<file path="src/sfr_pkg.sv">
// ----------------------------------------------------------------------------
// sfr_pkg
// Shared constants for the stream find-and-replace block: default sizes,
// configuration register indexes and fixed port widths.
// ----------------------------------------------------------------------------
package sfr_pkg;

	// default window and replacement depths in bytes
	localparam int PATTERN_MAX_DEF = 8;
	localparam int REPLACE_MAX_DEF = 8;

	// configuration port
	localparam int CFG_IDX_W  = 2;
	localparam int CFG_DATA_W = 64;

	// bytes held by the 64-bit pattern and replacement registers
	localparam int WORD_BYTES = 8;

	// register indexes
	localparam logic [CFG_IDX_W-1:0] REG_PATTERN_BYTES     = 2'd0;
	localparam logic [CFG_IDX_W-1:0] REG_PATTERN_LEN       = 2'd1;
	localparam logic [CFG_IDX_W-1:0] REG_REPLACEMENT_BYTES = 2'd2;
	localparam logic [CFG_IDX_W-1:0] REG_REPLACEMENT_LEN   = 2'd3;

	// length register width
	localparam int LEN_W = 4;

endpackage

</file>
<file path="src/stream_find_replace.sv">
// ----------------------------------------------------------------------------
// stream_find_replace
// Replaces every leftmost, non-overlapping occurrence of a configured pattern
// in a byte stream by a configured replacement, one text byte per transfer.
// ----------------------------------------------------------------------------
// Output: a transfer's first result is registered with it if the output register is
// free, else it waits in the result buffer; buffered results leave one per cycle
// unless m_tready stalls. Throughput: one input transfer per cycle while each yields
// at most one result without a stall; s_tready is low while results are buffered.
// Reset: clears configuration, window fill count and output valid; the window
// bytes themselves are not reset.
module stream_find_replace #(
	parameter int PATTERN_MAX = sfr_pkg::PATTERN_MAX_DEF,
	parameter int REPLACE_MAX = sfr_pkg::REPLACE_MAX_DEF
) (
	input  logic                           clk,
	input  logic                           arst_n,
	// configuration write port
	input  logic                           cfg_we,
	input  logic [sfr_pkg::CFG_IDX_W-1:0]  cfg_index,
	input  logic [sfr_pkg::CFG_DATA_W-1:0] cfg_data,
	// input stream
	input  logic                           s_tvalid,
	output logic                           s_tready,
	input  logic [7:0]                     s_tdata,   // [7:0] in_char
	input  logic                           s_tuser,   // [0] char_present
	input  logic                           s_tlast,   // text_end
	// output stream
	output logic                           m_tvalid,
	input  logic                           m_tready,
	output logic [7:0]                     m_tdata,   // [7:0] out_char
	output logic [1:0]                     m_tuser,   // [0] char_valid, [1] run_last
	output logic                           m_tlast    // text_done
);

	localparam int NRES = (PATTERN_MAX > REPLACE_MAX) ? PATTERN_MAX : REPLACE_MAX;
	localparam int PCW  = $clog2(PATTERN_MAX + 1);
	localparam int RCW  = $clog2(REPLACE_MAX + 1);
	localparam int NCW  = $clog2(NRES + 1);
	localparam int IW   = (NRES > 1) ? $clog2(NRES) : 1;
	localparam logic [sfr_pkg::LEN_W:0] PM_LIM = (sfr_pkg::LEN_W + 1)'(PATTERN_MAX);
	localparam logic [sfr_pkg::LEN_W:0] RM_LIM = (sfr_pkg::LEN_W + 1)'(REPLACE_MAX);

	// configuration registers
	logic [sfr_pkg::CFG_DATA_W-1:0] pat_q;
	logic [sfr_pkg::LEN_W-1:0]      plen_q;
	logic [sfr_pkg::CFG_DATA_W-1:0] rep_q;
	logic [sfr_pkg::LEN_W-1:0]      rlen_q;

	// pending window
	logic [7:0]     win_q [PATTERN_MAX];
	logic [PCW-1:0] cnt_q;

	// result buffer
	logic [7:0]     buf_q [NRES];
	logic [NCW-1:0] buf_cnt_q;
	logic [NCW-1:0] buf_idx_q;
	logic           buf_end_q;
	logic           buf_cv_q;

	// output register
	logic           m_tvalid_q;
	logic [7:0]     out_char_q;
	logic           out_cv_q;
	logic           out_last_q;
	logic           out_done_q;

	// per-item logic
	logic [PCW-1:0] plen;
	logic [RCW-1:0] rlen;
	logic [PCW-1:0] cnt0;
	logic [PCW:0]   cnt1;
	logic [7:0]     pat_b [PATTERN_MAX];
	logic [7:0]     rep_b [NRES];
	logic [7:0]     w     [PATTERN_MAX];
	logic [7:0]     w_ext [NRES];
	logic [7:0]     w_sh  [PATTERN_MAX];
	logic [PATTERN_MAX-1:0] eq;
	logic           present;
	logic           last_in;
	logic           passthru;
	logic           full;
	logic           hit;
	logic           miss;
	logic [7:0]     res [NRES];
	logic [NCW-1:0] n;
	logic           res_cv;
	logic [PCW-1:0] cnt_nxt;
	logic           accept;
	logic           out_free;
	logic           buf_empty;
	logic           from_buf;
	logic [NCW-1:0] idx_inc;

	assign present  = s_tuser;
	assign last_in  = s_tlast;
	assign accept   = s_tvalid & s_tready;
	assign out_free = ~m_tvalid_q | m_tready;
	assign buf_empty = (buf_idx_q == buf_cnt_q);
	assign from_buf = ~buf_empty & out_free;
	assign idx_inc  = buf_idx_q + NCW'(1);

	// effective lengths, clamped to the configured depths
	assign plen = ({1'b0, plen_q} > PM_LIM) ? PCW'(PATTERN_MAX) : PCW'(plen_q);
	assign rlen = ({1'b0, rlen_q} > RM_LIM) ? RCW'(REPLACE_MAX) : RCW'(rlen_q);

	// fill count, dropped if it no longer fits the pattern
	assign cnt0 = (cnt_q >= plen) ? '0 : cnt_q;
	assign cnt1 = {1'b0, cnt0} + (PCW + 1)'(1);

	// pattern bytes, zero beyond the register
	for (genvar k = 0; k < PATTERN_MAX; k++) begin : g_pat
		if (k < sfr_pkg::WORD_BYTES) begin : g_in
			assign pat_b[k] = pat_q[8*k +: 8];
		end else begin : g_out
			assign pat_b[k] = 8'h00;
		end
	end

	// replacement bytes, zero beyond the register or the depth
	for (genvar k = 0; k < NRES; k++) begin : g_rep
		if (k < sfr_pkg::WORD_BYTES && k < REPLACE_MAX) begin : g_in
			assign rep_b[k] = rep_q[8*k +: 8];
		end else begin : g_out
			assign rep_b[k] = 8'h00;
		end
	end

	// window with the new byte placed, its compare and its shifted form
	for (genvar k = 0; k < PATTERN_MAX; k++) begin : g_win
		assign w[k]  = (present && plen != '0 && cnt0 == PCW'(k)) ? s_tdata : win_q[k];
		assign eq[k] = (w[k] == pat_b[k]) || (PCW'(k) >= plen);
		if (k < PATTERN_MAX - 1) begin : g_sh
			assign w_sh[k] = w[k+1];
		end else begin : g_sh_end
			assign w_sh[k] = w[k];
		end
	end

	for (genvar k = 0; k < NRES; k++) begin : g_wext
		if (k < PATTERN_MAX) begin : g_in
			assign w_ext[k] = w[k];
		end else begin : g_out
			assign w_ext[k] = 8'h00;
		end
	end

	// item classification
	assign passthru = present && (plen == '0);
	assign full     = present && (plen != '0) && (cnt1 == {1'b0, plen});
	assign hit      = full && (&eq);
	assign miss     = full && !(&eq);

	// result list and new fill count
	always_comb begin
		n       = '0;
		res_cv  = 1'b1;
		cnt_nxt = cnt0;
		for (int i = 0; i < NRES; i++) begin
			if (passthru) begin
				res[i] = (i == 0) ? s_tdata : 8'h00;
			end else if (hit) begin
				res[i] = rep_b[i];
			end else begin
				res[i] = w_ext[i];
			end
		end
		if (passthru) begin
			n       = NCW'(1);
			cnt_nxt = '0;
		end else if (hit) begin
			n       = NCW'(rlen);
			cnt_nxt = '0;
		end else if (miss) begin
			n       = last_in ? NCW'(plen) : NCW'(1);
			cnt_nxt = last_in ? '0 : plen - PCW'(1);
		end else if (present) begin
			n       = last_in ? NCW'(cnt1) : '0;
			cnt_nxt = last_in ? '0 : cnt1[PCW-1:0];
		end else begin
			n       = last_in ? NCW'(cnt0) : '0;
			cnt_nxt = last_in ? '0 : cnt0;
		end
		// bare end marker when the final item has nothing to emit
		if (last_in && n == '0) begin
			n      = NCW'(1);
			res_cv = 1'b0;
			for (int i = 0; i < NRES; i++) begin
				res[i] = 8'h00;
			end
		end
	end

	// control state
	always_ff @(posedge clk or negedge arst_n) begin
		if (!arst_n) begin
			pat_q      <= '0;
			plen_q     <= '0;
			rep_q      <= '0;
			rlen_q     <= '0;
			cnt_q      <= '0;
			buf_cnt_q  <= '0;
			buf_idx_q  <= '0;
			m_tvalid_q <= 1'b0;
		end else begin
			// item transfer: update fill count and load result buffer
			if (accept) begin
				cnt_q     <= cnt_nxt;
				buf_cnt_q <= n;
				buf_idx_q <= (out_free && n != '0) ? NCW'(1) : '0;
			end else if (from_buf) begin
				buf_idx_q <= idx_inc;
			end
			// output register valid
			if ((accept && n != '0 && out_free) || from_buf) begin
				m_tvalid_q <= 1'b1;
			end else if (m_tready) begin
				m_tvalid_q <= 1'b0;
			end
			// configuration writes
			if (cfg_we) begin
				case (cfg_index)
					sfr_pkg::REG_PATTERN_BYTES: pat_q <= cfg_data;
					sfr_pkg::REG_PATTERN_LEN: begin
						plen_q <= cfg_data[sfr_pkg::LEN_W-1:0];
						cnt_q  <= '0;
					end
					sfr_pkg::REG_REPLACEMENT_BYTES: rep_q <= cfg_data;
					sfr_pkg::REG_REPLACEMENT_LEN: rlen_q <= cfg_data[sfr_pkg::LEN_W-1:0];
					default: ;
				endcase
			end
		end
	end

	// payload: window, result buffer, output register
	always_ff @(posedge clk) begin
		if (accept) begin
			for (int k = 0; k < PATTERN_MAX; k++) begin
				win_q[k] <= miss ? w_sh[k] : w[k];
			end
			for (int i = 0; i < NRES; i++) begin
				buf_q[i] <= res[i];
			end
			buf_end_q <= last_in;
			buf_cv_q  <= res_cv;
			if (out_free) begin
				out_char_q <= res[0];
				out_cv_q   <= res_cv;
				out_last_q <= (n == NCW'(1));
				out_done_q <= (n == NCW'(1)) && last_in;
			end
		end else if (from_buf) begin
			out_char_q <= buf_q[buf_idx_q[IW-1:0]];
			out_cv_q   <= buf_cv_q;
			out_last_q <= (idx_inc == buf_cnt_q);
			out_done_q <= (idx_inc == buf_cnt_q) && buf_end_q;
		end
	end

	// ports
	assign s_tready = buf_empty;
	assign m_tvalid = m_tvalid_q;
	assign m_tdata  = out_char_q;
	assign m_tuser  = {out_last_q, out_cv_q};
	assign m_tlast  = out_done_q;

endmodule
</file>
<file path="config.mk">
export PLATFORM = sky130hd
export DESIGN_NAME = stream_find_replace
export DESIGN_NICKNAME = d
export VERILOG_FILES = /design/src/sfr_pkg.sv /design/src/stream_find_replace.sv
export SDC_FILE = /design/constraint.sdc
export NUM_CORES = 1
export LEC_CHECK = 0
export BUFFER_PORTS_ARGS = -buffer_cell sky130_fd_sc_hd__clkbuf_2
export CORE_MARGIN = 2
export CORE_UTILIZATION = 45
export DETAILED_ROUTE_END_ITERATION = 6
export GPL_ROUTABILITY_DRIVEN = 0
export GPL_TIMING_DRIVEN = 0
export HOLD_SLACK_MARGIN = 0.1
export SYNTH_ARGS = -nofsm -noshare
export SYNTH_HDL_FRONTEND = slang
export SYNTH_SLANG_ARGS = --single-unit
</file>
<file path="constraint.sdc">
create_clock -name clk -period 5.7 [get_ports clk]
set_input_delay 0.57 -clock clk [delete_from_list [all_inputs] [get_ports clk]]
set_output_delay 0.57 -clock clk [all_outputs]
set_load 0.05 [all_outputs]
</file>
==> impl_metrics.csv, run 1 <==
group,metric,value,unit
clock_network,cts_buffer_depth,3,
synthesis,synth_edf_count,141,
worst_hold_path,hold_path_class,"input pin to flop",
finish,antenna_cells,0,
clock_network,cts.sinks,290,
grt,grt_pass1_wl,79200,µm
floorplan,chipWidth,193,µm
critical_path,r2r_cells,24,
grt,grt_max_degree,95,
routing,drt-total-wl,53500,µm
run_status,violations,"design-rule violations",
finish,area_delta_synth_final,18.8,%
grt,grtUsageTotal,0.290,
floorplan,start_util,0.455,
routing,vias,12681,
critical_path,crit_fanout,10,
grt,met2_usage,0.472,
finish,fill_cells,3116,
timing,period_share,0.975,
routing,firstDrtPassIters,7,
placement,port_buffers,86,
synthesis,synth_area,16100,µm²
timing,finalWorstSetupSlack,0.142,ns
synthesis,syn-instance-count,1411,
clock_network,clk_latency,0.55,ns
routing,avgRoutedWirePerCell,25.9,µm
placement,place_ws,-1.72,ns
synthesis,synthDistinctLibCells,86,
critical_path,worstSetupEndpointType,"flop",
critical_path,cpMaxStageDelayCell,"or4_1",
power_and_ir_drop,vdd_drop_max,0.000309,V
placement,dpl_cell_area,17200,µm²
synthesis,synth_flop_cell,"dfrtp_1",
timing,hold_viol,0,
clock_network,clk_pin_slew_worst_paths,0.06,ns
clock_network,cts_tree,"built",
critical_path,cp_common_cell,"buf_6",
placement,dp_hpwl,38300,µm
worst_hold_path,min_to,"rep_q[52]",
worst_hold_path,min_path_cells,2,
worst_hold_path,min-delay-start,"cfg_data[52]",
critical_path,startpoint_type,"flop",
timing,max_freq,180,MHz
power_and_ir_drop,p_leak,7.63,nW
critical_path,crit_buf_inv,9,
critical_path,path_class,"flop to flop",
grt,busiest_layer,"met2",
run,max-cap-violations,0,
clock_network,root_buffer,"clkbuf_16",
clock_network,numCtsBuffers,35,
routing,drc,4,
floorplan,rows,69,
power_and_ir_drop,power_density,393,nW/µm²
critical_path,r2r-end,"buf_q[5][6]",
routing,viasPerCell,6.15,
timing,fin_crit,5.56,ns
timing,worst_slew_pin_slew,1.22,ns
timing,hold_ws,0.272,ns
grt,grt_pass1_vias,12350,
grt,met3_usage,0.0380,
grt,antenna_found_initial,3,
timing,relSlewSlack,0.188,
floorplan,die_h,193,µm
finish,drive_above_1_share,0.312,
synthesis,ys_ff_latch,290,
critical_path,crit_required,5.96,ns
timing,skew,0.0342,ns
finish,regArea,7960,µm²
finish,final_nets,1669,
critical_path,crit_family,"buffers and inverters",
synthesis,synthesis.nets,1506,
routing,ant_nets,0,
floorplan,dieArea,37300,µm²
clock_network,h-tree-depth,2,
synthesis,synth.avg_cell_area,11.4,µm²
critical_path,worstPathArrival,5.82,ns
routing,drt_iter0_markers,1416,
finish,most-common-layout-cells,"mux2_2, nand2_1, dfrtp_1, edfxtp_1, nor2_1",
finish,multi_input_area,7980,µm²
grt,grt-ovfl-total,0,
critical_path,r2r-start,"plen_q[3]",
synthesis,ys_seq_area_frac,0.495,
finish,stdcell_area,19100,µm²
critical_path,path_cells,"clkbuf_16 > clkinvlp_4 > buf_6 > nand2_2 > ha_1 > o211ai_1 > o21a_1 > buf_6 > buf_12 > nand2_4 > ha_2 > and3_2 > a21boi_4 > mux2i_1 > nand4_1 > o32a_1 > or4_1 > buf_6 > mux2i_4 > o31ai_4 > buf_6 > buf_4 > buf_12 > a211oi_2",
floorplan,core-area,35400,µm²
floorplan,io_pins,94,
synthesis,synthArstFlopShare,0.514,
timing,slew_viol_final,0,
grt,grtUsageMet1,0.397,
timing,finalSetupViolCount,0,
run_status,outcome,"finished, violations left",
critical_path,slowest_delay,0.55,ns
finish,layout_commonest_cell,"mux2_2",
synthesis,yosys_warnings,0,
critical_path,rrSetupSlack,0.14,ns
timing,final.setup.tns,0,ns
critical_path,startpoint,"plen_q[3]",
[where the power goes]
part / switching (mW) / total (mW) / leakage, nW / internal (mW)
clock: 0.901 / 2.18 / 0.560 / 1.28
combinational: 1.35 / 2.30 / 4.03 / 0.949
sequential: 0.330 / 3.03 / 3.05 / 2.70
[sequential cells by signal (all words and copies together), names as in the netlist]
name,cells
pat_q,64
buf_q,64
m_tvalid,1
rlen_q,4
cnt_q,4
out_cv_q,1
buf_end_q,1
m_tdata,8
out_last_q,1
buf_idx_q,4
rep_q,64
win_q,64
m_tlast,1
plen_q,4
buf_cv_q,1
buf_cnt_q,4
[layer usage]
metal	wire (µm)	vias up	share of wire
met5	0	-	0
met4	2300	0	0.043
met3	4000	131	0.075
met2	25100	599	0.47
met1	22100	6428	0.41
li1	-	5523	-
[cell usage after synthesis, drive strengths merged (15+ instances only)]
| cell | number | area (µm²) |
|---|---|---|
| mux2 | 157 | 1770 |
| o21ai | 28 | 144 |
| nand2 | 158 | 593 |
| mux4 | 16 | 360 |
| nand3 | 24 | 125 |
| a22oi | 35 | 263 |
| inv | 37 | 139 |
| dfrtp | 149 | 3730 |
| xor2 | 69 | 604 |
| buf | 31 | 200 |
| a211oi | 49 | 488 |
| a21oi | 29 | 145 |
| xnor2 | 28 | 245 |
| mux2i | 47 | 474 |
| edfxtp | 141 | 4230 |
| nand2b | 15 | 93.8 |
| nor2 | 123 | 464 |
| nor3 | 28 | 190 |
| clkbuf | 59 | 221 |
[area by class of cell]
class | count | area share
repair buffers | 128 | 0.0428
clock buffers | 48 | 0.0521
plain buffers | 88 | 0.0266
multi-input cells | 993 | 0.417
well taps | 461 | 0.0302
inverters | 38 | 0.00805
flip-flops and latches | 290 | 0.417
clock inverters | 16 | 0.00654
[how the worst max path moves through the flow]
stage | cells past startpoint | to | slack, ns
finish | 24 | buf_q[5][6] | 0.14
global route | 21 | win_q[0][30] | -0.05
CTS | 24 | m_tdata[5] | 0.06
detailed placement | 25 | buf_q[0][3] | -1.72
global placement | 24 | buf_q[0][5] | -1.63
floorplan | 26 | buf_q[5][2] | 0.04
[stage by stage]
step           power [mW]  utilization  cells
6_report             7.51        0.540   2062
3_3_place_gp         5.09        0.483   1958
5_1_grt              7.81        0.540   2062
4_1_cts              7.45        0.532   2043
3_5_place_dp         5.13        0.485   1960
2_1_floorplan        4.42            -   1411
[repair_timing]
action                     4_1_cts  5_1_grt
gates resized for setup         82       37
hold buffers                     1        0
pin swaps                       10       16
gates cloned                     2        0
hold endpoints to repair        59        0
buffers inserted                18       19
setup endpoints to repair      142      122
[cells by family after synthesis]
group,count (synthesis),share of synthesized area
and+or+nand+nor,419,0.122
AOI/OAI and AO/OA,243,0.123
muxes,220,0.162
buffers and inverters,128,0.0351
xor gates and xnor gates,97,0.0528
adders and majority gates,14,0.0109
DFF,290,0.495
No activity file was read; power rests on OpenSTA's default activity.
==> run 2, diff against run 1 <==
CAP_MARGIN = 20   (was unset)
GPL_TIMING_DRIVEN = unset   (was 0)
==> impl_metrics.csv, run 2 (same netlist as run 1, synthesis figures left out) <==
group,metric,value,unit
floorplan,rows,69,
grt,grt_max_degree,80,
critical_path,worstSetupEndpointType,"flop",
finish,area_delta_synth_final,13.7,%
timing,fin_crit,5.35,ns
floorplan,io_pins,94,
timing,finalSetupViolCount,0,
worst_hold_path,hold_path_class,"input pin to flop",
finish,final_cells,1990,
grt,grt_pass1_wl,72100,µm
finish,most-common-layout-cells,"nand2_1, mux2_2, dfrtp_1, edfxtp_1, nor2_1",
timing,final.setup.tns,0,ns
clock_network,cts.sinks,290,
timing,rsz0062_at_grt,"no",
critical_path,worstPathArrival,5.75,ns
routing,firstDrtPassIters,7,
run,max-cap-violations,0,
grt,grt-ovfl-total,0,
timing,max_freq,187,MHz
grt,busiest_layer,"met2",
critical_path,startpoint_type,"flop",
floorplan,start_util,0.455,
timing,finalWorstSetupSlack,0.346,ns
routing,avgRoutedWirePerCell,23.9,µm
timing,worst_slew_pin_slew,0.995,ns
power_and_ir_drop,vdd_drop_max,0.000296,V
power_and_ir_drop,power,7.06,mW
routing,drt_iter0_markers,1142,
critical_path,r2r-end,"buf_q[3][1]",
finish,final_nets,1600,
timing,period_share,0.939,
grt,grtUsageTotal,0.259,
grt,grt_pass1_vias,11718,
clock_network,cts_tree,"built",
finish,drive_above_1_share,0.283,
power_and_ir_drop,p_leak,7.43,nW
critical_path,crit_fanout,56,
worst_hold_path,min_path_cells,3,
finish,layout_commonest_cell,"nand2_1",
worst_hold_path,min-delay-start,"cfg_data[16]",
run_status,violations,"design-rule violations",
critical_path,cpMaxStageDelayCell,"or4_4",
clock_network,clk_latency,0.58,ns
critical_path,r2r-start,"plen_q[3]",
grt,antenna_found_initial,3,
critical_path,crit_required,6.10,ns
placement,dp_hpwl,34000,µm
critical_path,rrSetupSlack,0.35,ns
clock_network,numCtsBuffers,31,
timing,relSlewSlack,0.337,
routing,drt-total-wl,47600,µm
placement,port_buffers,93,
grt,grtUsageMet1,0.343,
timing,skew,0.0163,ns
floorplan,dieArea,37300,µm²
timing,hold_viol,0,
grt,met2_usage,0.427,
timing,slew_viol_final,0,
critical_path,path_cells,"inv_2 > nand2_1 > inv_1 > ha_1 > nor3b_2 > o21a_1 > nand2_1 > ha_1 > and3_1 > o21ai_1 > buf_4 > mux2i_2 > nand4_1 > o32a_1 > or4_4 > o32ai_4 > o31ai_4 > clkbuf_16 > a211oi_1",
critical_path,r2r_cells,19,
clock_network,h-tree-depth,1,
critical_path,slowest_delay,0.64,ns
clock_network,cts_buffer_depth,3,
routing,viasPerCell,5.92,
placement,dp_cells,1929,
clock_network,root_buffer,"clkbuf_16",
finish,fill_cells,3222,
routing,vias,11776,
routing,ant_nets,0,
worst_hold_path,min_to,"pat_q[16]",
power_and_ir_drop,power_density,386,nW/µm²
floorplan,chipWidth,193,µm
placement,place_ws,0.114,ns
clock_network,clk_pin_slew_worst_paths,0.06,ns
floorplan,core-area,35400,µm²
grt,met3_usage,0.0454,
routing,drc,1,
critical_path,path_class,"flop to flop",
floorplan,die_h,193,µm
run_status,outcome,"finished, violations left",
[run 2: report_power, final]
group	switching [mW]	internal, mW
Combinational	1.22	0.839
Clock	0.838	1.13
Sequential	0.338	2.70
Total	2.39	4.66
[run 2: worst max-delay path by stage]
stage / from / endpoint / slack [ns] / cells after the start
CTS: plen_q[3] / buf_q[1][0] / 0.09 / 20
detailed placement: plen_q[3] / buf_q[7][0] / 0.11 / 20
global route: plen_q[3] / buf_q[1][2] / 0.09 / 19
floorplan: plen_q[3] / buf_q[5][2] / 0.04 / 26
global placement: plen_q[3] / buf_q[7][0] / 0.27 / 19
finish: plen_q[3] / buf_q[3][1] / 0.35 / 19
[run 2: metal layers]
layer	vias to the layer above	wire, µm
li1	5398	-
met2	397	22900
met4	2	1790
met5	-	10
met1	5873	20000
met3	106	2850
[run 2: what timing repair did]
action | in CTS | in global routing
hold buffers | 1 | 0
endpoints found under the setup margin | 0 | 88
setup buffers | 0 | 2
resized for setup | 0 | 13
endpoints found under the hold margin | 44 | 0
[run 2: area by class of cell]
type | instances | area, µm² | share of cell area
flip-flops and latches | 290 | 7960 | 0.435
multi-input cells | 993 | 7640 | 0.418
repair buffers | 151 | 977 | 0.0534
clock buffers | 49 | 946 | 0.0517
well taps | 461 | 577 | 0.0315
inverters | 38 | 145 | 0.00793
clock inverters | 7 | 37.5 | 0.00205
diodes | 1 | 2.50 | 0.000137
[run 2: worst max-delay path, delay by kind of cell (launching register included)]
family	cells	cell delay (ns)
buffers and inverters	4	0.74
flip-flops	1	0.39
AO/OA/AOI/OAI	6	1.56
multiplexers	1	0.29
adder cells (fa/ha/maj)	2	0.54
AND/OR/NAND/NOR	6	1.50
[run 2: per-stage QoR]
stage | hold slack [ns] | area (µm²) | util
floorplan | 0.274 | 16100 | -
global placement | 0.482 | 17200 | 0.486
detailed placement | 0.490 | 17200 | 0.486
CTS | 0.207 | 18200 | 0.515
global route | 0.216 | 18300 | 0.517
finish | 0.218 | 18300 | 0.517
